**src/rsh_pkg.sv**
```systemverilog
// Shared types and constants of the RGB 3x3 sharpen block.
package rsh_pkg;

  // Configuration port.
  localparam int unsigned CfgIdxW     = 2;
  localparam int unsigned CfgDataW    = 13;
  localparam int unsigned WidthRegW   = 11;
  localparam int unsigned HeightRegW  = 13;
  localparam int unsigned WidthReset  = 1024;
  localparam int unsigned HeightReset = 768;

  // Row counters run one row past the last drain row.
  localparam int unsigned RowW = 14;

  typedef enum logic [CfgIdxW-1:0] {
    CFG_IMAGE_WIDTH  = 2'd0,
    CFG_IMAGE_HEIGHT = 2'd1
  } cfg_idx_e;

  typedef enum logic {
    OP_PIXEL = 1'b0,
    OP_DRAIN = 1'b1
  } op_e;

  typedef struct packed {
    op_e        operation;
    logic [7:0] red_in;
    logic [7:0] green_in;
    logic [7:0] blue_in;
  } in_t;

  typedef struct packed {
    logic [7:0] red_out;
    logic [7:0] green_out;
    logic [7:0] blue_out;
    logic       frame_last;
  } out_t;

  typedef struct packed {
    logic [7:0] red;
    logic [7:0] green;
    logic [7:0] blue;
  } pix_t;

  // One window column: row above, centre row, row below.
  typedef struct packed {
    pix_t top;
    pix_t mid;
    pix_t bot;
  } tap_t;

  typedef struct packed {
    tap_t left;
    tap_t centre;
    tap_t right;
  } win_t;

  // One line store entry: the row two above and the row just above.
  typedef struct packed {
    pix_t older;
    pix_t prev;
  } line_t;

  // Per-request control decided at acceptance.
  typedef struct packed {
    logic have;   // request produces a result
    logic col0;   // input column is the first of its row
    logic col1;   // input column is the second of its row
    logic w1;     // frame is a single column wide
    logic top;    // result lies on the first row
    logic bot;    // result lies on the last row
    logic last;   // result is the final one of the frame
  } ctl_t;

endpackage

```
**src/rsh_seq.sv**
```systemverilog
// Position counters, frame bookkeeping and configuration registers.
module rsh_seq #(
  parameter int unsigned MAX_WIDTH = 1024,
  localparam int unsigned AW = $clog2(MAX_WIDTH)
) (
  input  logic                      clk_i,
  input  logic                      rst_ni,
  input  logic                      cfg_we_i,
  input  logic [rsh_pkg::CfgIdxW-1:0]  cfg_index_i,
  input  logic [rsh_pkg::CfgDataW-1:0] cfg_data_i,
  input  logic                      step_i,
  input  rsh_pkg::op_e              op_i,
  output logic                      active_o,
  output logic [AW-1:0]             addr_o,
  output rsh_pkg::ctl_t             ctl_o
);
  import rsh_pkg::*;

  localparam int unsigned CW = (AW + 1 > WidthRegW) ? AW + 1 : WidthRegW;

  // Last column index for a raw width: zero acts as one, large values clamp.
  function automatic logic [AW-1:0] width_last(logic [WidthRegW-1:0] raw);
    logic [CW-1:0] w;
    w = CW'(raw);
    if (w == '0) w = CW'(1);
    if (w > CW'(MAX_WIDTH)) w = CW'(MAX_WIDTH);
    return AW'(w - CW'(1));
  endfunction

  function automatic logic [HeightRegW-1:0] height_last(logic [HeightRegW-1:0] raw);
    return (raw == '0) ? '0 : raw - HeightRegW'(1);
  endfunction

  logic [AW-1:0]         wl_q, x_q, x_d, ocol_q, ocol_d;
  logic [HeightRegW-1:0] hl_q;
  logic [RowW-1:0]       y_q, y_d, orow_q, orow_d, hl_ext;
  logic                  frame_done, cfg_hit, have, last, bot;

  assign hl_ext     = RowW'(hl_q);
  assign frame_done = y_q > hl_ext;
  assign active_o   = (op_i == OP_DRAIN) ? frame_done : !frame_done;
  assign have       = (y_q >= RowW'(2)) || (y_q == RowW'(1) && x_q != '0);
  assign bot        = orow_q >= hl_ext;
  assign last       = have && bot && (ocol_q >= wl_q);
  assign addr_o     = x_q;

  assign cfg_hit = cfg_we_i &&
                   (cfg_index_i == CFG_IMAGE_WIDTH || cfg_index_i == CFG_IMAGE_HEIGHT);

  always_comb begin
    ctl_o.have = have;
    ctl_o.col0 = (x_q == '0);
    ctl_o.col1 = (x_q == AW'(1));
    ctl_o.w1   = (wl_q == '0);
    ctl_o.top  = (orow_q == '0);
    ctl_o.bot  = bot;
    ctl_o.last = last;

    if (x_q >= wl_q) begin
      x_d = '0;
      y_d = y_q + RowW'(1);
    end else begin
      x_d = x_q + AW'(1);
      y_d = y_q;
    end

    if (ocol_q >= wl_q) begin
      ocol_d = '0;
      orow_d = orow_q + RowW'(1);
    end else begin
      ocol_d = ocol_q + AW'(1);
      orow_d = orow_q;
    end
  end

  always_ff @(posedge clk_i or negedge rst_ni) begin
    if (!rst_ni) begin
      wl_q   <= width_last(WidthRegW'(WidthReset));
      hl_q   <= height_last(HeightRegW'(HeightReset));
      x_q    <= '0;
      y_q    <= '0;
      ocol_q <= '0;
      orow_q <= '0;
    end else if (cfg_hit) begin
      // Any register write starts a fresh frame.
      unique case (cfg_index_i)
        CFG_IMAGE_WIDTH:  wl_q <= width_last(cfg_data_i[WidthRegW-1:0]);
        CFG_IMAGE_HEIGHT: hl_q <= height_last(cfg_data_i[HeightRegW-1:0]);
        default: ;
      endcase
      x_q    <= '0;
      y_q    <= '0;
      ocol_q <= '0;
      orow_q <= '0;
    end else if (step_i && active_o) begin
      if (last) begin
        x_q    <= '0;
        y_q    <= '0;
        ocol_q <= '0;
        orow_q <= '0;
      end else begin
        x_q <= x_d;
        y_q <= y_d;
        if (have) begin
          ocol_q <= ocol_d;
          orow_q <= orow_d;
        end
      end
    end
  end

endmodule

```
**config.mk**
```make
export PLATFORM = sky130hd
export DESIGN_NAME = rsh_seq
export DESIGN_NICKNAME = d
export VERILOG_FILES = /design/src/rsh_pkg.sv /design/src/rsh_seq.sv
export SDC_FILE = /design/constraint.sdc
export NUM_CORES = 1
export LEC_CHECK = 0
export ABC_AREA = 1
export BUFFER_PORTS_ARGS = -buffer_cell sky130_fd_sc_hd__buf_4
export CORE_UTILIZATION = 56
export CTS_CLUSTER_SIZE = 8
export DETAILED_ROUTE_END_ITERATION = 10
export PLACE_DENSITY_LB_ADDON = 0.15
export SYNTH_ARGS = -nofsm -noshare
export SYNTH_HDL_FRONTEND = slang
export SYNTH_SLANG_ARGS = --single-unit
```
**constraint.sdc**
```tcl
create_clock -name clk_i -period 2.71 [get_ports clk_i]
set_clock_uncertainty 0.1 [all_clocks]
set_input_delay 0.813 -clock clk_i [delete_from_list [all_inputs] [get_ports clk_i]]
set_output_delay 0.813 -clock clk_i [all_outputs]
set_load 0.005 [all_outputs]
```
==> qor.txt <==
GR Overflow Total -> 0
Drt via density -> 5.60
CP Class -> flip-flop to output pin
Dpl cells -> 1053
Via count -> 6029
CP max stage cell -> dfstp_2
First-pass GRT wire length -> 27600 um
GR Util All Layers -> 30.8%
Layout cell share with drive strength beyond 1 -> 24.4%
Fin crit period -> 3.02 ns
MaxCap Viol Count -> 0
Worst reg2reg path endpoint -> orow_q[11]
Cell variety after synth -> 44
Leakage Power -> 3.75 nW
Total power draw -> 6.02 mW
Clock slew at reported path FFs -> 0.08 ns
Worst R2R Setup Slack -> 0.14 ns
Post-CTS Hold Buffers -> 0
FF-to-FF path depth -> 16
Residual DRC count -> 0
Crit. End Element -> output pin
Mapped Area -> 6160 um2
Initial antenna violation count -> 0
Die area -> 11400 um2
Hold_ws -> 0.296 ns
Run status -> finished, violations left
Buffers on Ports -> 37
CP arrival -> 2.11 ns
Critical Path Max Stage Delay -> 0.53 ns
RSZ-0062 raised after global routing -> true
Max Fclk -> 331 MHz
Starting DRT DRC Count -> 395
DIE HEIGHT -> 107 um
Part of the cycle the worst path needs -> 111%
Largest net degree at the start of global routing -> 40
CTS root buf -> clkbuf_8
Core area -> 10500 um2
Max IR drop VDD -> 0.543 mV
CTS Buf Count -> 9
Reg area -> 1800 um2
Crit path max-delay family -> simple AND/OR/NAND/NOR gates
Startpoint Class -> flip-flop
Area of the multi-input gates -> 4010 um2
Drt wl/cell -> 15.9 um
R2r startpoint -> hl_q[3]
Ant. Diodes -> 0
Post-route cell area -> 7350 um2
Top Ports -> 38
Placed Area -> 6790 um2
Cells after Synth -> 861
Fin. Hold Viols -> 0
Number of global-route vias before repair -> 5695
CP cell instances -> inv_2 > ha_4 > nand2_1 > nor2_2 > nand2_1 > nand3_2 > nand2_1 > nand2_2 > nand3_2 > and2_4 > buf_6
Final Setup Violations -> 4
Post-route ant nets -> 0
Pins Over Slew Limit -> 0
Most common cell after layout, fill and taps aside -> nand2_1
Row Count -> 37
Final Non-Filler Cells -> 1076
Initial Utilization -> 58.6%
#FFs+latches synth -> 71
DR pass1 iterations -> 7
DP HPWL -> 12400 um
Place WS -> 0.0179 ns
Drt total wl -> 17100 um
Clk Latency, worst-skew pair -> 0.38 ns
Most frequent cells in the layout -> nand2_1, nor2_1, inv_1, nand3_1, buf_4
Synth warnings -> 0
Power density cells -> 819 nW/um2
CP dominant cell by count -> nand2_1
Layout filler cell count -> 809
H-tree levels -> 3
Max clock buf depth -> 2
Mean Syn Cell Area -> 7.15 um2
Sink Count -> 71
Fin worst setup slack -> -0.309 ns
Post-synthesis sequential area ratio -> 29.2%
Crit Path Max Fanout -> 3
WP buf/inv -> 2
Slew headroom -> 67.6%
Worst min-delay path class -> primary input to async pin
Worst slew pin tran -> 0.487 ns
Synth Net Count -> 938
CP required -> 1.80 ns
GPL Wtd Cong -> 0.962
Area delta synth->final -> 19.3%
TritonCTS clock tree -> built
Chip width -> 107 um
Violated checks -> setup timing
Final Util -> 69.9%
Setup_tns -> -0.841 ns
NumNets Final -> 1012
## flip-flops by register name, indices dropped and copies added, names as in the netlist
register and flops:
orow_q 14, hl_q 13, addr_o 10, y_q 14, ocol_q 10, wl_q 10
## repair_timing
item | in CTS | in global routing
setup endpoints to repair | 4 | 24
setup buffers | 5 | 2
pin swaps | 19 | 15
gates resized for setup | 37 | 28
gates cloned | 0 | 0
## cell type report
class	count	area share, %
clock inverter	5	0.766
multi-input combinational	648	54.6
inverter	114	5.89
sequential	71	24.5
tap	136	2.31
timing repair buffer	91	9.89
clock buffer	11	2.06
## logic make-up (layout without fill, tap and decap cells)
| family | Yosys count | in the layout | share of synthesized area, % |
|---|---|---|---|
| AND/OR/NAND/NOR | 478 | 478 | 34.9 |
| adder cells (fa/ha/maj) | 57 | 57 | 11.6 |
| AO/OA/AOI/OAI | 66 | 66 | 7.37 |
| XOR/XNOR | 47 | 47 | 6.68 |
| buffers and inverters | 142 | 221 | 10.3 |
| flip-flops | 71 | 71 | 29.2 |
## metal layers
layer,track usage (%),up-vias,share of wire [%]
met5,0,-,0
met4,11.9,0,3.5
met3,5.35,50,6.4
met2,51.2,227,47
met1,39.9,2828,43
li1,-,2924,-
## where the power goes
group / switching (mW) / internal, mW
logic: 1.99 / 1.46
registers: 0.296 / 1.35
clock network: 0.447 / 0.474
total: 2.73 / 3.28
## worst max path at each step
stage | from | endpoint | depth (start not counted)
2_1_floorplan | wl_q[3] | ctl_o[0] | 12
3_3_place_gp | hl_q[5] | active_o | 11
3_5_place_dp | hl_q[5] | active_o | 11
4_1_cts | hl_q[9] | active_o | 11
5_1_grt | hl_q[3] | active_o | 11
6_report | hl_q[3] | active_o | 11
## Yosys cell counts, drive strengths merged
master,n,share of area [%]
a31oi,1,0.10
nor4,5,0.51
buf,22,2.9
o41ai,2,0.28
o22ai,11,2.3
o211ai,1,0.12
or2,1,0.10
a31o,1,0.14
dfrtp,52,21
a21o,1,0.12
o21a,2,0.24
nand2,225,14
nand3,108,10
o21bai,2,0.24
inv,114,6.9
a21boi,2,0.24
nor3b,1,0.12
o21ai,25,2.2
clkbuf,6,0.37
nand4,11,1.1
nor3,22,1.9
xnor2,5,0.71
xor2,42,6.0
dfstp,19,8.1
ha,57,12
and2,1,0.10
nor2,104,6.6
a21oi,18,1.5
(Power assumes the default switching activity.)
