==> src/rsh_pkg.sv <==
// Shared types and constants of the RGB 3x3 sharpen block.
package rsh_pkg;

  // Configuration port.
  localparam int unsigned CfgIdxW     = 2;
  localparam int unsigned CfgDataW    = 13;
  localparam int unsigned WidthRegW   = 11;
  localparam int unsigned HeightRegW  = 13;
  localparam int unsigned WidthReset  = 1024;
  localparam int unsigned HeightReset = 768;

  // Row counters run one row past the last drain row.
  localparam int unsigned RowW = 14;

  typedef enum logic [CfgIdxW-1:0] {
    CFG_IMAGE_WIDTH  = 2'd0,
    CFG_IMAGE_HEIGHT = 2'd1
  } cfg_idx_e;

  typedef enum logic {
    OP_PIXEL = 1'b0,
    OP_DRAIN = 1'b1
  } op_e;

  typedef struct packed {
    op_e        operation;
    logic [7:0] red_in;
    logic [7:0] green_in;
    logic [7:0] blue_in;
  } in_t;

  typedef struct packed {
    logic [7:0] red_out;
    logic [7:0] green_out;
    logic [7:0] blue_out;
    logic       frame_last;
  } out_t;

  typedef struct packed {
    logic [7:0] red;
    logic [7:0] green;
    logic [7:0] blue;
  } pix_t;

  // One window column: row above, centre row, row below.
  typedef struct packed {
    pix_t top;
    pix_t mid;
    pix_t bot;
  } tap_t;

  typedef struct packed {
    tap_t left;
    tap_t centre;
    tap_t right;
  } win_t;

  // One line store entry: the row two above and the row just above.
  typedef struct packed {
    pix_t older;
    pix_t prev;
  } line_t;

  // Per-request control decided at acceptance.
  typedef struct packed {
    logic have;   // request produces a result
    logic col0;   // input column is the first of its row
    logic col1;   // input column is the second of its row
    logic w1;     // frame is a single column wide
    logic top;    // result lies on the first row
    logic bot;    // result lies on the last row
    logic last;   // result is the final one of the frame
  } ctl_t;

endpackage

==> src/rsh_window.sv <==
// Window columns, write-back data and edge replication of the 3x3 neighborhood.
module rsh_window (
  input  logic           clk_i,
  input  logic           rst_ni,
  input  logic           step_i,
  input  rsh_pkg::ctl_t  ctl_i,
  input  rsh_pkg::pix_t  pix_i,
  input  rsh_pkg::line_t rd_data_i,
  output rsh_pkg::line_t wr_data_o,
  output rsh_pkg::win_t  sel_o
);
  import rsh_pkg::*;

  function automatic tap_t vfix(tap_t t, logic top, logic bot);
    tap_t r;
    r = t;
    if (top) r.top = t.mid;
    if (bot) r.bot = t.mid;
    return r;
  endfunction

  // prev1 is the newest column held, prev2 the one before it.
  tap_t prev1_q, prev2_q, col_new;
  win_t raw;

  always_comb begin
    col_new.top = rd_data_i.older;
    col_new.mid = rd_data_i.prev;
    col_new.bot = pix_i;

    wr_data_o.older = rd_data_i.prev;
    wr_data_o.prev  = pix_i;

    raw.centre = prev1_q;
    if (ctl_i.col0) begin
      // Right edge of the row before: the new column is not part of it.
      raw.right = prev1_q;
      raw.left  = ctl_i.w1 ? prev1_q : prev2_q;
    end else begin
      raw.right = col_new;
      raw.left  = ctl_i.col1 ? prev1_q : prev2_q;
    end

    sel_o.left   = vfix(raw.left, ctl_i.top, ctl_i.bot);
    sel_o.centre = vfix(raw.centre, ctl_i.top, ctl_i.bot);
    sel_o.right  = vfix(raw.right, ctl_i.top, ctl_i.bot);
  end

  always_ff @(posedge clk_i or negedge rst_ni) begin
    if (!rst_ni) begin
      prev1_q <= '0;
      prev2_q <= '0;
    end else if (step_i) begin
      prev2_q <= prev1_q;
      prev1_q <= col_new;
    end
  end

endmodule

==> config.mk <==
export PLATFORM = sky130hd
export DESIGN_NAME = rsh_window
export DESIGN_NICKNAME = d
export VERILOG_FILES = /design/src/rsh_pkg.sv /design/src/rsh_window.sv
export SDC_FILE = /design/constraint.sdc
export NUM_CORES = 1
export LEC_CHECK = 0
export ABC_AREA = 1
export BUFFER_PORTS_ARGS = -buffer_cell sky130_fd_sc_hd__buf_2
export CORE_MARGIN = 2
export CORE_UTILIZATION = 28
export DETAILED_ROUTE_END_ITERATION = 6
export GPL_ROUTABILITY_DRIVEN = 0
export PLACE_DENSITY = 0.58
export SYNTH_ARGS = -nofsm -noshare
export SYNTH_HDL_FRONTEND = slang
export SYNTH_SLANG_ARGS = --single-unit
==> constraint.sdc <==
create_clock -name clk_i -period 1.23 [get_ports clk_i]
set_input_delay 0.1845 -clock clk_i [delete_from_list [all_inputs] [get_ports clk_i]]
set_output_delay 0.1845 -clock clk_i [all_outputs]
set_load 0.005 [all_outputs]
==> flow_metrics.tcl, run 1 <==
set metrics [dict create \
    status "finished with violations" \
    violations "negative setup slack" \
    synth_cells 1712 \
    min_period_ps 1710 \
    fill_cells 3699 \
    die_y_um 202 \
    wirelength_um 51200 \
    postSynthNetCount 1794 \
    finalMaxSlewViolations 0 \
    core-area_um2 38700 \
    power_density_nw_per_um2 1040 \
    dr.pass1.iters 5 \
    min_period_over_period_pct 139 \
    die-area_um2 40900 \
    area_delta_synth_final_pct 70.1 \
    relSlewSlack_pct 74.7 \
    worstPathRequired_ps 1050 \
    leakagePower_uw 0.00944 \
    rsz0062_at_grt "yes" \
    num_rows 72 \
    synth_area_leaders "dfrtp_1, nand2_1, o21ai_0, nand3_1, buf_4" \
    htreeDepth 4 \
    grt_start_max_net_pins 74 \
    setup_viol 218 \
    syn_avg_cell_area_um2 6.42 \
    initial_utilization_pct 28.4 \
    clk_path_buf_depth 2 \
    crit_type "reg2out" \
    worst_setup_path_start_kind "flip-flop" \
    viasPerCell 5.00 \
    dp_hpwl_um 35300 \
    finalWorstSetupSlack_ps -485 \
    route.vias.total 13802 \
    wire_per_inst_um 18.6 \
    ys_types 18 \
    synth_area_um2 11000 \
    antenna_left 0 \
    grt_pass1_wl_um 74800 \
    initialDrtViolationCount 776 \
    finalHoldViolCount 0 \
    synth_top_cell_area_share_pct 32.8 \
    clock_tree.root_cell "clkbuf_16" \
    stdcell_count 2759 \
    peakVddDrop_v 0.000840 \
    pin_count 346 \
    synth.largest_area_cell "dfrtp_1" \
    cp.arrival_ps 1530 \
    hold_path_class "in2reg" \
    clk_pin_slew_ps 70 \
    fmax_mhz 583 \
    ys_ff_latch 144 \
    cts_tree "done" \
    clock_skew_ps 6.67 \
    worst_pin_slew_ps 380 \
    track_usage_pct 23.8 \
    grt_pass1_vias 13212 \
    final_nets 2309 \
    drv_cap 0 \
    tns_ps -70550 \
    synth_seq_area_share_pct 32.8 \
    path_max_fanout 3 \
    p_total_uw 19400 \
    numCtsBuffers 17 \
    clock_sinks 144 \
    drive_above_1_share_pct 54.2 \
    grt.overflow.total 0 \
    drc 0 \
    ys_warn_count 0 \
    dieWidth_um 202 \
    antenna_found_initial 0 \
    worstSkewPairLatency_ps 450 \
    post-place-cells 2581 \
    port_buffers 343 \
    end_kind "output port" \
]
-- synthesized netlist by cell type --
library cell / number
inv_2: 2
buf_4: 88
o211ai_1: 48
clkbuf_1: 27
o21ai_0: 195
nor2_1: 24
and2_1: 24
nand3_1: 192
o21ai_1: 45
dfrtp_1: 144
nand2_1: 672
a21oi_2: 7
buf_6: 34
buf_8: 2
a21oi_1: 17
buf_2: 44
inv_1: 144
inv_4: 3
-- power by group --
group	internal (µW)	switching (µW)	leakage, µW
Combinational	3710	4230	0.00741
Sequential	5220	344	0.00173
Clock	3600	2260	0.000303
Total	12500	6840	0.00944
-- cell families after synthesis --
| group | after synthesis | share of synthesized area, % |
|---|---|---|
| compound gates | 312 | 15.5 |
| simple gates | 912 | 33.9 |
| buf+inv | 344 | 17.8 |
| flops | 144 | 32.8 |
-- final cells by class --
type                       instances  area [µm²]  area share (%)
antenna                            1        2.50          0.0134
clock buffer                      18         429            2.29
clock inverter                    14         213            1.14
inverter                         149         572            3.06
multi-input combinational       1224        7470            39.9
sequential                       144        3620            19.3
tap                              518         648            3.47
timing repair buffer             691        5750            30.8
-- registers in the layout (all words and copies together), names as in the netlist --
signal   cells
prev2_q     72
sel_o       24
prev1_q     48
-- metrics by stage --
| stage | cell area [µm²] | utilization (%) | setup WS, ps | hold WS (ps) |
|---|---|---|---|---|
| finish | 18700 | 48.3 | -485 | 13.8 |
| floorplan | 11000 | - | 203 | -111 |
| detailed placement | 14000 | 36.1 | -513 | 91.2 |
| global route | 18700 | 48.3 | -522 | 11.9 |
| global placement | 14000 | 36.1 | -522 | 94.2 |
| CTS | 17100 | 44.2 | -467 | 4.48 |
-- worst max-delay path, cell delays in order, from the launching register on --
cell	delay [ps]
dfrtp_1	410
buf_6	140
nand2_4	60
nand3_4	70
buf_6	120
nand3_2	70
nand2_1	60
buf_2	140
-- layout by cell type (no fill, tap or decap), drive strengths merged --
cell,instances
a21oi,24
and2,24
buf,656
bufinv,5
clkbuf,19
clkinv,3
clkinvlp,4
dfrtp,144
diode,1
dlygate4sd3,34
inv,151
nand2,672
nand3,192
nor2,24
o211ai,48
o21ai,240
-- worst paths after layout --
kind | from | endpoint | slack (ps) | cells past startpoint
max in group asynchronous | rst_ni | prev2_q[22] | 520 | 3
min | pix_i[19] | prev1_q[19] | 10 | 3
max | sel_o[99] | sel_o[147] | -480 | 7
min reg2reg | prev1_q[71] | prev2_q[71] | 500 | 2
max reg2reg | sel_o[99] | sel_o[99] | -260 | 10
min in group asynchronous | rst_ni | prev1_q[0] | 200 | 2
-- routing by layer --
| layer | vias up | global-route usage (%) | part of all wire [%] |
|---|---|---|---|
| met5 | - | 0 | 0 |
| met2 | 610 | 42.1 | 50 |
| met3 | 134 | 4.53 | 6.6 |
| li1 | 6443 | - | - |
| met4 | 0 | 13.5 | 6.4 |
| met1 | 6615 | 26.7 | 37 |
-- timing repair --
item,in CTS,in global routing
pin swaps,172,152
gates resized for setup,483,422
hold buffers,34,0
gates cloned,0,0
setup endpoints to repair,216,238
setup buffers,112,67
endpoints found under the hold margin,177,0
Power figures use the tool's default switching activity.
==> inputs of run 2 (changes only) <==
--- a/config.mk
+++ b/config.mk
@@ -5,13 +5,14 @@
 export SDC_FILE = /design/constraint.sdc
 export NUM_CORES = 1
 export LEC_CHECK = 0
-export ABC_AREA = 1
+export ABC_AREA = 0
 export BUFFER_PORTS_ARGS = -buffer_cell sky130_fd_sc_hd__buf_2
 export CORE_MARGIN = 2
 export CORE_UTILIZATION = 28
 export DETAILED_ROUTE_END_ITERATION = 6
 export GPL_ROUTABILITY_DRIVEN = 0
-export PLACE_DENSITY = 0.58
+export PLACE_DENSITY = 0.59
+export SETUP_SLACK_MARGIN = 0.3
 export SYNTH_ARGS = -nofsm -noshare
 export SYNTH_HDL_FRONTEND = slang
 export SYNTH_SLANG_ARGS = --single-unit
==> flow_metrics.tcl, run 2 <==
set metrics [dict create \
    dr.pass1.iters 4 \
    wirelength_um 30700 \
    cpLargestDelayFamily "multiplexers" \
    worst_setup_path_start_kind "input port" \
    die_y_um 186 \
    grt.overflow.total 0 \
    muxShareOfSynthArea_pct 52.6 \
    setup_viol 219 \
    worstHoldEndpoint "prev1_q[69]" \
    synth_common_cells "mux2_2, dfrtp_1, mux4_2, buf_4, buf_2" \
    grt_pass1_wl_um 46300 \
    ys_ff_latch 144 \
    synth-simple-area-share_pct 0 \
    synth_seq_area_share_pct 38.6 \
    dp_hpwl_um 20000 \
    status "finished with violations" \
    route.vias.total 7302 \
    crit_slowest_cell "mux4_2" \
    r2r_cells 6 \
    synth_top_cell_area_share_pct 38.6 \
    max_stage_delay_ps 510 \
    worstSkewPairLatency_ps 420 \
    finalWorstSetupSlack_ps -580 \
    final_common_cell "buf_6" \
    ys.flop_type "dfrtp_1" \
    finalMaxSlewViolations 0 \
    placed_cell_area_um2 12400 \
    postSynthNetCount 682 \
    drv_cap 0 \
    viasPerCell 4.80 \
    relSlewSlack_pct 73.2 \
    antenna_left 0 \
    power_density_nw_per_um2 1190 \
    numCtsBuffers 17 \
    drive_above_1_share_pct 88.5 \
    worst_pin_slew_ps 402 \
    largest_reg_flops 72 \
    rsz0062_at_grt "yes" \
    leakagePower_uw 0.00730 \
    clk_path_buf_depth 2 \
    synth_top_family_by_area "multiplexers" \
    rr_startpoint "sel_o[101]" \
    area_delta_synth_final_pct 65.3 \
    min_period_ps 1810 \
    htreeDepth 4 \
    path_cells "buf_8 -> mux2i_4 -> buf_12 -> buf_12 -> buf_16 -> mux4_2 -> buf_2" \
    cp.arrival_ps 1630 \
    regMostFlops "prev2_q" \
    post-place-cells 1397 \
    path_max_fanout 8 \
    end_kind "output port" \
    initialDrtViolationCount 225 \
    cp_num_buf_inv 5 \
    p_total_uw 18300 \
    yosys.area_share.adder_pct 0 \
    min_period_over_period_pct 147 \
    core-area_um2 32700 \
    rrSetupSlack_ps -160 \
    min-delay-start "rd_data_i[45]" \
    finalHoldViolCount 0 \
    insertedDiodeCount 0 \
    fmax_mhz 552 \
    track_usage_pct 16.9 \
    worstPathRequired_ps 1050 \
    postSynth.asyncResetShare_pct 100 \
    syn_avg_cell_area_um2 15.5 \
    cts_tree "done" \
    clock_skew_ps 12.2 \
    clock_sinks 144 \
    crit_top_cell "buf_12" \
    finish.utilization_pct 47.1 \
    grt_pass1_vias 7569 \
    yosysMostFrequentCell "mux2_2" \
    timing.rr.end "sel_o[101]" \
    final_cell_area_um2 15400 \
    synth_area_leaders "dfrtp_1, mux2_2, mux4_2, buf_4, buf_2" \
    synth_edf_count 0 \
    ys_types 10 \
    initial_utilization_pct 28.5 \
    synth-xor-area-share_pct 0 \
    num_rows 66 \
    drc 0 \
    port_buffers 343 \
    grt_start_max_net_pins 39 \
    clock_tree.root_cell "clkbuf_16" \
    die-area_um2 34800 \
    antenna_found_initial 2 \
    synth.largest_area_cell "dfrtp_1" \
    ys_warn_count 0 \
    peakVddDrop_v 0.000750 \
    stdcell_count 1522 \
    synth-compound-area-share_pct 0 \
    clk_pin_slew_ps 60 \
    final_nets 1149 \
    crit_type "in2out" \
    hold_depth 2 \
    dieWidth_um 186 \
    pin_count 346 \
    synth_cells 600 \
    hold_path_class "in2reg" \
    violations "negative setup slack" \
    final_cell_mix "buf_6, buf_2, mux2_4" \
    wire_per_inst_um 20.2 \
    synth_area_um2 9320 \
]
==> run 2: changes by cell type after synthesis, moves of 48 or more <==
cell	delta
inv_1	-144
mux2_2	+240
o21ai_0	-195
nand3_1	-192
o211ai_1	-48
nand2_1	-672
mux4_2	+92
==> run 2: area by class of cell <==
type	instances	area (µm²)
tap	442	553
clock buffer	19	443
fill	2882	17300
sequential	144	3640
timing repair buffer	567	4990
clock inverter	13	175
multi-input combinational	337	5610
==> run 2: layer usage <==
layer / up-vias / track usage (%) / wire length [µm]
met1: 3830 / 21.8 / 12900
met5: - / 0 / 0
li1: 3188 / - / -
met4: 0 / 3.63 / 322
met3: 16 / 3.78 / 1620
met2: 268 / 29.3 / 15800
==> run 2: worst max path at each step <==
stage | from | endpoint | slack, ps | cells after the start
final | ctl_i[5] | sel_o[157] | -580 | 7
after global routing | ctl_i[5] | sel_o[207] | -630 | 7
after CTS | ctl_i[5] | sel_o[207] | -560 | 7
after detailed placement | ctl_i[5] | sel_o[167] | -620 | 5
after global placement | ctl_i[5] | sel_o[144] | -610 | 5
after floorplan | ctl_i[5] | sel_o[146] | -370 | 4
==> run 2: logic make-up after synthesis <==
family,after synthesis
buf+inv,119
flops,144
mux,337
==> run 2: power breakdown <==
part           internal (µW)  total (µW)  switching (µW)  leakage [µW]
combinational           4500        6710            2210       0.00535
clock                   3300        5540            2250      0.000294
sequential              5350        6040             691       0.00166
==> run 2: timing repair <==
action / CTS / global route
resized for setup: 267 / 90
setup buffers: 50 / 30
cloned: 4 / 0
hold buffers: 9 / 0
hold endpoints to repair: 32 / 0
endpoints found under the setup margin: 269 / 295
==> run 2: metrics by stage <==
stage | worst slack (ps) | setup TNS (ps) | hold slack, ps
floorplan | -369 | -24310 | -111
global placement | -606 | -49810 | 112
detailed placement | -615 | -49600 | 117
CTS | -563 | -87620 | 0.223
global route | -625 | -97720 | 0.180
finish | -580 | -86770 | 22.4
==> inputs of run 3 (changes only) <==
--- a/config.mk
+++ b/config.mk
@@ -8,10 +8,11 @@
 export ABC_AREA = 0
 export BUFFER_PORTS_ARGS = -buffer_cell sky130_fd_sc_hd__buf_2
 export CORE_MARGIN = 2
-export CORE_UTILIZATION = 28
+export CORE_UTILIZATION = 51
+export CTS_BUF_LIST = sky130_fd_sc_hd__clkbuf_16
 export DETAILED_ROUTE_END_ITERATION = 6
 export GPL_ROUTABILITY_DRIVEN = 0
-export PLACE_DENSITY = 0.59
+export PLACE_DENSITY = 0.91
 export SETUP_SLACK_MARGIN = 0.3
 export SYNTH_ARGS = -nofsm -noshare
 export SYNTH_HDL_FRONTEND = slang
==> constraint.sdc (replaced) <==
create_clock -name clk_i -period 1.23 [get_ports clk_i]
set_input_delay 0 -clock clk_i [delete_from_list [all_inputs] [get_ports clk_i]]
set_output_delay 0 -clock clk_i [all_outputs]
set_load 0.005 [all_outputs]
==> flow_metrics.tcl, run 3 (synthesis gave the netlist of run 2 again) <==
set metrics [dict create \
    worst_setup_path_start_kind "flip-flop" \
    wire_per_inst_um 26.8 \
    worst_pin_slew_ps 468 \
    largest_reg_flops 72 \
    viasPerCell 6.14 \
    p_clk_share_pct 28.6 \
    fmax_mhz 624 \
    pre_cts_slack_ps -192 \
    route.vias.total 8024 \
    clock_tree.root_cell "clkbuf_16" \
    cts_tree "done" \
    regMostFlops "prev2_q" \
    cp.arrival_ps 1600 \
    power_density_nw_per_um2 1200 \
    die-area_um2 19400 \
    peakVddDrop_v 0.00100 \
    grt_start_max_net_pins 44 \
    status "finished with violations" \
    setup_viol 212 \
    min_period_over_period_pct 130 \
    initial_utilization_pct 51.9 \
    htreeDepth 4 \
    finalHoldViolCount 0 \
    power_frac_comb_pct 36.8 \
    relSlewSlack_pct 68.8 \
    timing.rr.end "sel_o[114]" \
    grt_pass1_wl_um 48600 \
    top_layer_used "met4" \
    switching_share_pct 30.5 \
    antenna_left 0 \
    clock_skew_ps 13.3 \
    grt_pass1_vias 8329 \
    p_total_uw 17700 \
    seqPwrFrac_pct 34.6 \
    final_common_cell "buf_6" \
    r2r_cells 5 \
    final_cell_mix "buf_6, buf_2, mux2_4, mux2_2, dfrtp_1" \
    p_int_uw 12300 \
    drc 0 \
    clock_sinks 144 \
    rsz0062_at_grt "yes" \
    port_buffers 343 \
    antenna_found_initial 2 \
    end_kind "output port" \
    final_cell_area_um2 14700 \
    rrSetupSlack_ps -80 \
    wl_met1_um 12000 \
    worstSkewPairLatency_ps 420 \
    tns_ps -46590 \
    rr_startpoint "sel_o[114]" \
    placed_cell_area_um2 11200 \
    num_rows 49 \
    switching_power_uw 5400 \
    finish.utilization_pct 81.9 \
    finalMaxSlewViolations 0 \
    crit_type "reg2out" \
    dieWidth_um 139 \
    numCtsBuffers 17 \
    pin_count 346 \
    drv_cap 0 \
    area_delta_synth_final_pct 57.7 \
    initialDrtViolationCount 466 \
    fill_cells 812 \
    dr.pass1.iters 5 \
    wirelength_um 35000 \
    hold_path_class "in2async" \
    min_period_ps 1600 \
    dp_hpwl_um 16900 \
    grt.overflow.total 0 \
    leakagePower_uw 0.00682 \
    core-area_um2 18000 \
    die_y_um 139 \
    clk_pin_slew_ps 70 \
    path_max_fanout 6 \
    violations "negative setup slack" \
    drive_above_1_share_pct 81.8 \
    dr_wl_met2_um 18700 \
    finalWorstSetupSlack_ps -372 \
    worstPathRequired_ps 1230 \
    clk_path_buf_depth 2 \
    track_usage_pct 32.3 \
    wl_met3_um 2470 \
    final_nets 1145 \
]
-- run 3: cell count changes in the layout (fill, tap and decap cells not counted), sizes merged --
cell	previous run	this run
diode	0	2
clkbuf	19	17
dlygate4sd3	9	76
clkinv	2	6
buf	558	487
bufinv	3	1
-- run 3: metal layers --
layer	up-vias	track usage (%)
met4	0	14.9
met2	584	58.9
met1	4115	36.8
met5	-	0
met3	135	6.06
li1	3190	-
-- run 3: how the worst max path moves through the flow --
| stage | endpoint | slack (ps) | startpoint | cells after the start |
|---|---|---|---|---|
| after detailed placement | sel_o[202] | -190 | ctl_i[5] | 6 |
| final | sel_o[55] | -370 | sel_o[103] | 2 |
| after CTS | sel_o[55] | -330 | sel_o[103] | 2 |
| after global placement | sel_o[203] | -150 | ctl_i[5] | 6 |
| after global routing | sel_o[63] | -380 | sel_o[111] | 2 |
| after floorplan | sel_o[146] | -0.4 | ctl_i[5] | 4 |
-- run 3: cell type report --
class                   count  area (µm²)  share of cell area (%)
well taps                 229         287                    1.95
clock inverters            15         136                   0.927
clock buffers              17         425                    2.89
flip-flops and latches    144        3630                    24.7
repair buffers            563        4880                    33.2
diodes                      2        5.00                  0.0340
multi-input cells         337        5340                    36.3
-- run 3: power by group through the flow --
stage               Sequential [µW]  Combinational, µW  Clock [µW]
global route                   6170               6820        5290
finish                         6130               6520        5060
global placement               6040               4150           0
CTS                            5990               5710        4990
floorplan                      5820               2730           0
detailed placement             6080               4260           0
-- run 3: through the flow --
stage | instances | hold WS, ps
6_report | 1307 | 95.7
5_1_grt | 1307 | 132
4_1_cts | 1276 | 0.291
3_5_place_dp | 1114 | -34.6
3_3_place_gp | 1114 | -45.0
2_1_floorplan | 600 | -296
-- run 3: what timing repair did --
item | CTS | global route
setup endpoints to repair | 222 | 250
hold buffers | 74 | 2
gates resized for setup | 271 | 82
hold endpoints to repair | 216 | 3
pin swaps | 0 | 0
setup buffers | 56 | 27
-- run 3: critical path, cell delays in order (launching register included) --
cell	delay [ps]
dfrtp_2	470
mux4_2	560
buf_6	150
