`config.mk`:
```
export PLATFORM = sky130hd
export DESIGN_NAME = rsh_kernel
export DESIGN_NICKNAME = d
export VERILOG_FILES = /design/src/rsh_pkg.sv /design/src/rsh_kernel.sv
export SDC_FILE = /design/constraint.sdc
export NUM_CORES = 1
export LEC_CHECK = 0
export BUFFER_PORTS_ARGS = -buffer_cell sky130_fd_sc_hd__buf_4
export CAP_MARGIN = 25
export CORE_MARGIN = 5
export CORE_UTILIZATION = 60
export DETAILED_ROUTE_END_ITERATION = 6
export PLACE_DENSITY = 0.84
export SLEW_MARGIN = 20
export SYNTH_ARGS = -nofsm -noshare
export SYNTH_HDL_FRONTEND = slang
export SYNTH_SLANG_ARGS = --single-unit
export TNS_END_PERCENT = 20
```
`constraint.sdc`:
```
create_clock -name clk_i -period 8.7 [get_ports clk_i]
set_input_delay 0.87 -clock clk_i [delete_from_list [all_inputs] [get_ports clk_i]]
set_output_delay 0.87 -clock clk_i [all_outputs]
set_load 0.05 [all_outputs]
```
`src/rsh_pkg.sv`:
```
// Shared types and constants of the RGB 3x3 sharpen block.
package rsh_pkg;

  // Configuration port.
  localparam int unsigned CfgIdxW     = 2;
  localparam int unsigned CfgDataW    = 13;
  localparam int unsigned WidthRegW   = 11;
  localparam int unsigned HeightRegW  = 13;
  localparam int unsigned WidthReset  = 1024;
  localparam int unsigned HeightReset = 768;

  // Row counters run one row past the last drain row.
  localparam int unsigned RowW = 14;

  typedef enum logic [CfgIdxW-1:0] {
    CFG_IMAGE_WIDTH  = 2'd0,
    CFG_IMAGE_HEIGHT = 2'd1
  } cfg_idx_e;

  typedef enum logic {
    OP_PIXEL = 1'b0,
    OP_DRAIN = 1'b1
  } op_e;

  typedef struct packed {
    op_e        operation;
    logic [7:0] red_in;
    logic [7:0] green_in;
    logic [7:0] blue_in;
  } in_t;

  typedef struct packed {
    logic [7:0] red_out;
    logic [7:0] green_out;
    logic [7:0] blue_out;
    logic       frame_last;
  } out_t;

  typedef struct packed {
    logic [7:0] red;
    logic [7:0] green;
    logic [7:0] blue;
  } pix_t;

  // One window column: row above, centre row, row below.
  typedef struct packed {
    pix_t top;
    pix_t mid;
    pix_t bot;
  } tap_t;

  typedef struct packed {
    tap_t left;
    tap_t centre;
    tap_t right;
  } win_t;

  // One line store entry: the row two above and the row just above.
  typedef struct packed {
    pix_t older;
    pix_t prev;
  } line_t;

  // Per-request control decided at acceptance.
  typedef struct packed {
    logic have;   // request produces a result
    logic col0;   // input column is the first of its row
    logic col1;   // input column is the second of its row
    logic w1;     // frame is a single column wide
    logic top;    // result lies on the first row
    logic bot;    // result lies on the last row
    logic last;   // result is the final one of the frame
  } ctl_t;

endpackage

```
`src/rsh_kernel.sv`:
```
// Sharpen arithmetic with its window register and the output register.
module rsh_kernel (
  input  logic          clk_i,
  input  logic          rst_ni,
  input  logic          load_i,
  input  rsh_pkg::win_t win_i,
  input  logic          last_i,
  output logic          take_o,
  output logic          out_valid_o,
  input  logic          out_ready_i,
  output rsh_pkg::out_t out_data_o
);
  import rsh_pkg::*;

  typedef enum logic [1:0] {
    CH_RED,
    CH_GREEN,
    CH_BLUE
  } chan_e;

  function automatic logic [7:0] chan(pix_t p, chan_e c);
    logic [7:0] v;
    unique case (c)
      CH_RED:   v = p.red;
      CH_GREEN: v = p.green;
      CH_BLUE:  v = p.blue;
      default:  v = p.blue;
    endcase
    return v;
  endfunction

  // Nine times the centre minus the eight neighbours, clamped to a byte.
  function automatic logic [7:0] sharpen(win_t w, chan_e c);
    logic [11:0] pos;
    logic [10:0] neg;
    logic [11:0] diff;
    pos  = {1'b0, chan(w.centre.mid, c), 3'b000} + 12'(chan(w.centre.mid, c));
    neg  = 11'(chan(w.left.top, c)) + 11'(chan(w.left.mid, c)) +
           11'(chan(w.left.bot, c)) + 11'(chan(w.centre.top, c)) +
           11'(chan(w.centre.bot, c)) + 11'(chan(w.right.top, c)) +
           11'(chan(w.right.mid, c)) + 11'(chan(w.right.bot, c));
    diff = pos - 12'(neg);
    if (pos <= 12'(neg)) return 8'd0;
    return (diff > 12'd255) ? 8'hFF : diff[7:0];
  endfunction

  win_t win_q;
  logic last_q, win_valid_q, out_en;

  assign out_en = !out_valid_o || out_ready_i;
  assign take_o = !win_valid_q || out_en;

  always_ff @(posedge clk_i) begin
    if (take_o && load_i) begin
      win_q  <= win_i;
      last_q <= last_i;
    end
    if (out_en && win_valid_q) begin
      out_data_o.red_out    <= sharpen(win_q, CH_RED);
      out_data_o.green_out  <= sharpen(win_q, CH_GREEN);
      out_data_o.blue_out   <= sharpen(win_q, CH_BLUE);
      out_data_o.frame_last <= last_q;
    end
  end

  always_ff @(posedge clk_i or negedge rst_ni) begin
    if (!rst_ni) begin
      win_valid_q <= 1'b0;
      out_valid_o <= 1'b0;
    end else begin
      if (take_o) win_valid_q <= load_i;
      if (out_en) out_valid_o <= win_valid_q;
    end
  end

endmodule

```
==> results of run 1 <==
-- area by class of cell --
class,count,area (sq um),area share (%)
sequential,244,7320,41.2
clock buffer,30,687,3.87
inverter,312,1170,6.59
timing repair buffer,250,1880,10.6
multi-input combinational,562,6180,34.8
tap,324,405,2.28
clock inverter,18,136,0.767
-- routing by layer --
metal  vias to the layer above  GRT usage (%)  wire length, um
li1                       4240              -                -
met1                      4295           25.1            10600
met2                       305           40.2            15900
met3                        55           5.05             2050
met4                         0           5.16              788
met5                         -              0                0
-- cells in the mapped netlist, types with 2 or more instances --
library cell  number  share of area (%)
dfrtp_1            2               0.34
a21o_1            15               0.77
o31a_1             3               0.18
fa_1             147                 20
a31oi_1           15               0.64
o32ai_1            3               0.18
and2_1             2              0.085
nor3_1            14               0.48
a41oi_1            8               0.48
edfxtp_1         242                 49
o22ai_1            2              0.085
a21oi_1           47                1.6
o21a_1             9               0.46
o21ai_0           21               0.72
xor2_1            26                1.6
nor2b_1           11               0.47
a21boi_0           3               0.15
nand2b_1           9               0.38
nor4_1             4               0.17
buf_6              2               0.15
xnor2_2            2               0.22
nand2_1           16               0.41
nor2_1            36               0.92
a211oi_1           7               0.36
and3_1             6               0.26
ha_1              84                7.2
or3_1              2              0.085
xnor2_1           29                1.7
o41ai_1            2               0.12
o21bai_1           8               0.41
inv_1            312                8.0
nand3_1            8               0.27
-- cell usage in the layout (no fill, tap or decap), drive strengths merged, types with 4 or more instances in the layout --
| cell | Yosys | layout |
|---|---|---|
| a41oi | 8 | 8 |
| nor2 | 36 | 36 |
| o21ai | 21 | 21 |
| nor4 | 4 | 4 |
| nand3 | 9 | 9 |
| clkbuf | 1 | 30 |
| nor2b | 12 | 12 |
| a21o | 15 | 15 |
| inv | 312 | 312 |
| edfxtp | 242 | 242 |
| fa | 147 | 147 |
| ha | 84 | 84 |
| xnor2 | 31 | 31 |
| and3 | 6 | 6 |
| o21bai | 8 | 8 |
| nand2b | 9 | 9 |
| o21a | 9 | 9 |
| clkinv | 0 | 14 |
| nor3 | 15 | 15 |
| a31oi | 15 | 15 |
| buf | 2 | 250 |
| a211oi | 8 | 8 |
| xor2 | 27 | 27 |
| nand2 | 16 | 16 |
| a21oi | 48 | 48 |
-- worst max-delay path, cell delays in order (launching register included) --
cell and delay [ps]:
edfxtp_1 320, inv_1 50, fa_1 530, inv_1 60
fa_1 500, fa_1 520, fa_1 510, ha_1 270
fa_1 420, a21o_1 200, a21oi_1 220, o21bai_1 90
a21oi_1 230, xor2_1 230, ha_1 280, a211o_1 320
o21bai_1 180, nor4_1 230, o41ai_2 110, nor2_1 400
a31oi_1 170
-- cells by family (layout without fill, tap and decap cells) --
family,after synthesis,after routing,synth area share (%)
buffers and inverters,315,610,8.16
DFF,244,244,49.8
adders and majority gates,231,231,27.2
AOI/OAI and AO/OA,157,157,7.19
and+or+nand+nor,115,115,3.99
xor gates and xnor gates,58,58,3.61
muxes,1,1,0.0681
-- state kept, by name, summed over array words and instances, names as in the netlist --
register,cells
out_data_o,25
last_q,1
out_valid_o,1
win_q,216
win_valid_q,1
-- worst paths after layout --
check	endpoint	cells after the start
setup / recovery	out_data_o[16]	20
hold / removal	win_valid_q	1
setup reg to reg	out_data_o[16]	20
hold reg to reg	out_data_o[0]	0
max in group asynchronous	out_valid_o	1
min in group clk_i	out_data_o[0]	0
-- through the flow --
| stage | hold slack, ps | utilization (%) | cells | instance area [sq um] |
|---|---|---|---|---|
| 6_report | 126 | 73.3 | 1740 | 17800 |
| 3_3_place_gp | 405 | 69.9 | 1692 | 16900 |
| 3_5_place_dp | 430 | 69.9 | 1692 | 16900 |
| 4_1_cts | 96.0 | 73.3 | 1740 | 17800 |
| 2_1_floorplan | 400 | - | 1121 | 14700 |
| 5_1_grt | 105 | 73.3 | 1740 | 17800 |
==> metrics.cfg, run 1 <==
[critical_path]
cp-end-kind = flip-flop
r2r-start = win_q[10]
crit_fanout = 7
worstPathArrival_ps = 6360
cp-start-kind = flip-flop
critPathLaunch = win_q[10]
path_class = flip-flop to flip-flop
r2r_slack_ps = 2570
required_ps = 8930

[synth]
synth_edf_count = 242
syn_avg_cell_area_sq_um = 13.1
synth_warnings = 0
synth_seq_area_share_pct = 49.8
synth-seq-cells = 244
synthesis.nets = 1573
async_reset_ff_share_pct = 0.820
synth_area_sq_um = 14700
synth_cell_types = 56
synthCells = 1121
synthFlopType = edfxtp_1

[clocking]
root_buffer = clkbuf_16
numCtsBuffers = 26
ctsHoldBuffers = 0
tritoncts = built
cts_resized = 0
cts_num_sinks = 244
h-tree-depth = 1
clock_latency_ps = 530
cts.reportedPaths.clkPinSlew_ps = 60
post-cts-setup-buffers = 0
cts.path.max_buffers = 3

[detailed_routing]
drt_wl_total_um = 29400
dr.first_iter.drc_count = 459
drt.antenna.violating_nets = 0
drc = 0
post_drt_wl_per_cell_um = 16.9
num_vias = 8895
viasPerCell = 5.11
firstDrtPassIters = 5

[timing]
setup_slack_ps = 2570
slew_viol_final = 0
slew_headroom_pct = 31.9
period_share_pct = 70.5
hold_viol = 0
rsz0062_at_grt = no
finalCriticalPeriod_ps = 6130
timing.fmax_ghz = 0.163
finClkSkew_ps = 19.0
worst_pin_slew_ps = 1020
finalSetupViolCount = 0
setup-tns-final_ps = 0

[grt]
grtUsageTotal_pct = 21.5
antenna_found_initial = 0
grt_max_degree = 83
grt_overflow = 0
grt_pass1_vias = 9842
grt_pass1_wl_um = 47900

[status]
status = finished clean

[final_layout]
final.fill_count = 1557
layout-drive-gt1-share_pct = 21.3
syn2layout_area_growth_pct = 21.0
final_nets = 1848
antenna_cells = 0

[die]
initial_core_util_pct = 60.6
coreArea_sq_um = 24200
ioPinCount = 248
die_w_um = 166
fp.dieH_um = 166
die_area_sq_um = 27700
rows = 57

[min_path]
hp-class = input pin to async pin

[placed_design]
dp_hpwl_um = 23400
io_buffer_count = 247
dp_worst_setup_slack_ps = 2600
globalplace.congestion = 0.841

[run]
maxCapViolations = 0

Power of run 1 is left out: the tool's default activity adds up to more than one toggle a clock period on the data nets, which glitch-free logic cannot reach.
==> run 2, diff against run 1 <==
ABC_AREA = 1   (was not set)
CORE_UTILIZATION = 58   (was 60)
PLACE_DENSITY = 0.82   (was 0.84)
clock period = 6 ns   (was 8.7 ns; I/O delays follow)
==> run 2 against run 1 <==
  * Global-route usage decreased by 0.88 points
  * Maximum frequency up 10%
  * Wire length is 2.0% higher
  * Via count is 8.7% higher
  * Critical path depth is 5 higher
  * Flip-flop and latch count unchanged
  * Die area up 7.3%
  * Cell count increased by 14%
  * Utilization down 2.2 points
  * Register-to-register slack got worse by 2100 ps
  * Clock-buffer cell count increased by 1
  * Highest routed layer unchanged
==> metrics.cfg, run 2 <==
[final_layout]
syn2layout_area_growth_pct = 20.7
antenna_cells = 0  ; unchanged
final_cell_mix = 397 x inv_1, 248 x buf_4, 242 x edfxtp_1, 197 x nand2_1, 147 x fa_1
largest_register_ff_count = 216  ; unchanged
final_nets = 2081  ; +13%
layout_commonest_cell = inv_1
layout-drive-gt1-share_pct = 20.0  ; -1.4 points
final.fill_count = 1799  ; +16%
final_cell_area_sq_um = 18500  ; +3.9%
regMostFlops = win_q
stdcell_count = 1984  ; +14%
reg_top3 = win_q: 216 flops, out_data_o: 25 flops

[critical_path]
path_class = flip-flop to flip-flop
required_ps = 6300  ; -2630 ps
cp-start-kind = flip-flop
cp_slowest_cell = fa_1
cp_top_family = adder cells
cpPeakStageDelay_ps = 550  ; +20 ps
critPathBufInv = 6  ; +4
crit_fanout = 8  ; +1
cp-end-kind = flip-flop
crit_top_cell = inv_1
worstPathArrival_ps = 5860  ; -500 ps

[synth]
synthMostInstantiatedCell = inv_1
synth_area_sq_um = 15300  ; +4.1%
synth_warnings = 0  ; unchanged
synth_cell_types = 36  ; -36%
synth_area_leaders = edfxtp_1 47%, fa_1 19%, inv_1 9.8%
synth_top_area_share_pct = 47.5  ; -2.0 points
syn_avg_cell_area_sq_um = 11.3  ; -14%
synth_common_cells = 398 x inv_1, 242 x edfxtp_1, 197 x nand2_1
yosysTopAreaCell = edfxtp_1
async_reset_ff_share_pct = 0.820  ; unchanged
synthesis.nets = 1803  ; +15%
synth_edf_count = 242  ; unchanged
synthFlopType = edfxtp_1
synth_seq_area_share_pct = 47.8  ; -2.0 points
synthCells = 1351  ; +21%
synth-seq-cells = 244  ; unchanged

[clocking]
tritoncts = built
numCtsBuffers = 26  ; unchanged
cts.reportedPaths.clkPinSlew_ps = 70  ; about the same
clock_latency_ps = 540  ; about the same
h-tree-depth = 1  ; unchanged
root_buffer = clkbuf_16
cts_num_sinks = 244  ; unchanged
cts.path.max_buffers = 3  ; unchanged

[timing]
worst_pin_slew_ps = 1030  ; +8.20 ps
finalSetupViolCount = 0  ; unchanged
rsz0062_at_grt = no
period_share_pct = 92.7  ; +22 points
timing.fmax_ghz = 0.180  ; +10%
slew_viol_final = 0  ; unchanged
slew_headroom_pct = 31.3  ; -0.55 points
setup-tns-final_ps = 0  ; unchanged
hold_viol = 0  ; unchanged
finalCriticalPeriod_ps = 5560  ; -571 ps
finClkSkew_ps = 7.03  ; -12.0 ps

[placed_design]
placedCellCount = 1935  ; +14%
globalplace.congestion = 0.853  ; +1.4%
io_buffer_count = 247  ; unchanged
dp_hpwl_um = 24000  ; +2.5%
place_area_sq_um = 17600  ; +3.9%

[die]
coreArea_sq_um = 26000  ; +7.2%
ioPinCount = 248  ; unchanged
fp.dieH_um = 172  ; +3.6%
die_w_um = 172  ; +3.6%
die_area_sq_um = 29700  ; +7.3%
initial_core_util_pct = 58.9  ; -1.7 points
rows = 59  ; +3.5%

[detailed_routing]
drt_wl_total_um = 30000  ; +2.0%
firstDrtPassIters = 5  ; unchanged
viasPerCell = 4.88  ; -4.6%
num_vias = 9673  ; +8.7%
dr.first_iter.drc_count = 439  ; -4.4%
drt.antenna.violating_nets = 0  ; unchanged
post_drt_wl_per_cell_um = 15.1  ; -11%
drc = 0  ; unchanged

[grt]
grtUsageTotal_pct = 20.6  ; -0.88 points
grt_overflow = 0  ; unchanged
antenna_found_initial = 0  ; unchanged
grt_pass1_vias = 10500  ; +7.1%
grt_pass1_wl_um = 48700  ; +1.6%
grt_max_degree = 102  ; +23%

[min_path]
hp-class = input pin to flip-flop

[run]
maxCapViolations = 0  ; unchanged

[status]
status = finished clean

[run 2: logic make-up (layout without fill, tap and decap cells)]
kind of cell | count (synthesis) | in the layout | synth area share (%)
xor gates and xnor gates | 53 | 53 | 3.03
buffers and inverters | 407 | 705 | 9.98
AOI/OAI and AO/OA | 77 | 77 | 3.18
adders and majority gates | 231 | 231 | 26.1
DFF | 244 | 244 | 47.8
and+or+nand+nor | 339 | 339 | 9.88
[run 2: area by class of cell]
class                   instances  area, sq um  share of cell area, %
clock inverters                17          156                  0.847
multi-input cells             700         6470                   35.0
inverters                     407         1530                   8.29
well taps                     335          419                   2.27
clock buffers                  31          689                   3.73
flip-flops and latches        244         7320                   39.6
repair buffers                250         1890                   10.2
[run 2: worst paths after layout]
kind	slack, ps	from	cells past startpoint	end
worst max-delay path	440	win_q[19]	25	out_data_o[21]
worst min-delay path	230	win_i[84]	1	win_q[84]
worst max register to register	440	win_q[19]	25	out_data_o[21]
worst min register to register	440	last_q	0	out_data_o[0]
max in group asynchronous	5520	rst_ni	2	out_valid_o
min in group asynchronous	400	rst_ni	2	win_valid_q
[run 2: routing by layer]
layer	vias up	global-route usage, %	part of all wire, %
li1	4769	-	-
met1	4592	24.5	37
met2	256	38.7	54
met3	56	3.50	5.9
met4	0	5.37	2.8
met5	-	0	0
[run 2: through the flow]
stage | utilization [%] | hold slack, ps | setup slack, ps
after CTS | 71.1 | 207 | 377
after floorplan | - | 304 | 842
final | 71.1 | 234 | 440
after global routing | 71.1 | 211 | 78.3
after detailed placement | 67.8 | 387 | 423
after global placement | 67.8 | 383 | 547
[run 2: what timing repair did]
item,in CTS,in global routing
setup buffers,0,0
hold buffers,1,0
endpoints found under the hold margin,2,0
resized for setup,0,0
[run 2: worst register-to-register path, delay by kind of cell, from the launching register on]
kind / cells / cell delay [ps]
AOI/OAI and AO/OA: 3 / 470
adders and majority gates: 6 / 2930
and+or+nand+nor: 9 / 1000
xor gates and xnor gates: 1 / 230
buffers and inverters: 6 / 360
DFF: 1 / 350
Power of run 2 is left out for the same reason.
==> run 3, diff against run 2 <==
CORE_MARGIN = 10   (was 5)
==> run 3 against run 2 <==
  * Setup slack got worse by 33 ps
  * Flip-flop and latch count did not move
  * Via count grew 0.58%
  * Wire length rose by 3.1%
  * Cell area up 0.38%
  * Largest cell class unchanged
  * Highest routed layer unchanged
==> metrics.cfg, run 3 (synthesis gave the netlist of run 2 again) <==
[critical_path]
required_ps = 6280  ; -20 ps
crit_top_cell = fa_1
cp-start-kind = flip-flop
crit_fanout = 8  ; unchanged
cpPeakStageDelay_ps = 530  ; -20 ps
path_class = flip-flop to flip-flop
cp-end-kind = flip-flop
cp_slowest_cell = fa_1
reg2reg_depth = 24  ; -4.0%
worstPathArrival_ps = 5870  ; about the same
crit_chain = inv_1 > fa_1 > inv_1 > fa_1 > fa_1 > fa_1 > ha_1 > fa_1 > nand3_1 > nand3_1 > a21oi_1 > o21bai_1 > xor2_1 > ha_1 > nand2_1 > inv_1 > a21oi_1 > nand3_1 > nand2_1 > nand2_1 > nor2_4 > nand3_1 > nand2_1 > inv_1

[timing]
finalCriticalPeriod_ps = 5590  ; +32.8 ps
hold_slack_ps = 241  ; +6.34 ps
hold_viol = 0  ; unchanged
slew_headroom_pct = 43.2  ; +12 points
timing.fmax_ghz = 0.179  ; -0.59%
finalSetupViolCount = 0  ; unchanged
rsz0062_at_grt = no
period_share_pct = 93.2  ; +0.55 points
finClkSkew_ps = 19.0  ; +12.0 ps
worst_pin_slew_ps = 852  ; -178 ps
setup-tns-final_ps = 0  ; unchanged
slew_viol_final = 0  ; unchanged

[final_layout]
syn2layout_area_growth_pct = 21.2
antenna_cells = 0  ; unchanged
reg_top3 = win_q: 216 flops, out_data_o: 25 flops
regMostFlops = win_q
final_util_pct = 71.4  ; +0.27 points
layout_commonest_cell = inv_1
final_nets = 2081  ; unchanged
largest_register_ff_count = 216  ; unchanged
layout-drive-gt1-share_pct = 19.8  ; -0.18 points
stdcell_count = 1984  ; unchanged
final_cell_mix = 397 x inv_1, 248 x buf_4, 242 x edfxtp_1, 197 x nand2_1, 147 x fa_1

[die]
initial_core_util_pct = 58.9  ; unchanged
die_area_sq_um = 33300  ; +12%
die_w_um = 182  ; +5.8%
rows = 59  ; unchanged
coreArea_sq_um = 26000  ; unchanged
fp.dieH_um = 182  ; +5.8%
ioPinCount = 248  ; unchanged

[grt]
grt_overflow = 0  ; unchanged
grt_max_degree = 112  ; +9.8%
grt_pass1_wl_um = 51400  ; +5.5%
antenna_found_initial = 0  ; unchanged
grt_pass1_vias = 10700  ; +1.4%
grtUsageTotal_pct = 18.9  ; -1.7 points

[min_path]
hold_depth = 1  ; unchanged
hp-class = input pin to flip-flop

[detailed_routing]
viasPerCell = 4.90  ; +0.58%
dr.first_iter.drc_count = 426  ; -3.0%
post_drt_wl_per_cell_um = 15.6  ; +3.1%
drt_wl_total_um = 30900  ; +3.1%
drt.antenna.violating_nets = 0  ; unchanged
drc = 0  ; unchanged
firstDrtPassIters = 4  ; -1
num_vias = 9729  ; +0.58%

[placed_design]
io_buffer_count = 247  ; unchanged
dp_hpwl_um = 25100  ; +4.5%
placedCellCount = 1935  ; unchanged
globalplace.congestion = 0.860  ; +0.83%

[status]
status = finished clean

[run]
maxCapViolations = 0  ; unchanged

[clocking]
tritoncts = built
numCtsBuffers = 26  ; unchanged
h-tree-depth = 1  ; unchanged
cts_num_sinks = 244  ; unchanged
clock_latency_ps = 530  ; about the same
post-cts-setup-buffers = 0  ; unchanged
cts_resized = 0  ; unchanged
cts.path.max_buffers = 3  ; unchanged
root_buffer = clkbuf_16
cts.reportedPaths.clkPinSlew_ps = 60  ; about the same

run 3: cell count changes in the layout (fill, tap and decap cells not counted), sizes merged:
cell	before	now
clkbuf	31	37
clkinv	11	7
bufinv	2	4
clkinvlp	6	2
run 3: final cells by class:
class	count	area [sq um]
fill	1821	7440
sequential	244	7320
multi-input combinational	700	6470
timing repair buffer	250	1890
inverter	407	1530
clock buffer	37	753
tap	335	419
clock inverter	11	163
run 3: metal layers:
metal / vias up / global-route usage, % / share of wire [%]
li1: 4774 / - / -
met1: 4672 / 22.7 / 41
met2: 233 / 34.3 / 52
met3: 50 / 3.38 / 5.1
met4: 0 / 4.98 / 2.2
met5: - / 0 / 0
run 3: path summary, 6_finish.rpt:
check                           from        endpoint  slack [ps]
setup / recovery           win_q[10]  out_data_o[10]         410
hold / removal             win_i[78]       win_q[78]         240
setup reg to reg           win_q[10]  out_data_o[10]         410
hold reg to reg               last_q   out_data_o[0]         440
max in group asynchronous     rst_ni     win_valid_q        5510
min in group asynchronous     rst_ni     out_valid_o         410
run 3: timing repair:
action / 4_1_cts / 5_1_grt
hold endpoints to repair: 2 / 0
setup endpoints to repair: 0 / 0
hold buffers: 1 / 0
run 3: metrics by stage:
stage	area (sq um)	setup WS, ps
final	18500	407
after floorplan	15300	842
after CTS	18500	401
after global routing	18500	43.5
after global placement	17600	553
after detailed placement	17600	476
run 3: critical path, delay by kind of cell (launching register included):
kind / cells / cell delay, ps
flip-flops: 1 / 340
adder cells (fa/ha/maj): 7 / 3090
XOR/XNOR: 1 / 240
AO/OA/AOI/OAI: 3 / 470
AND/OR/NAND/NOR: 9 / 970
buffers and inverters: 4 / 220
Power of run 3 is left out for the same reason.
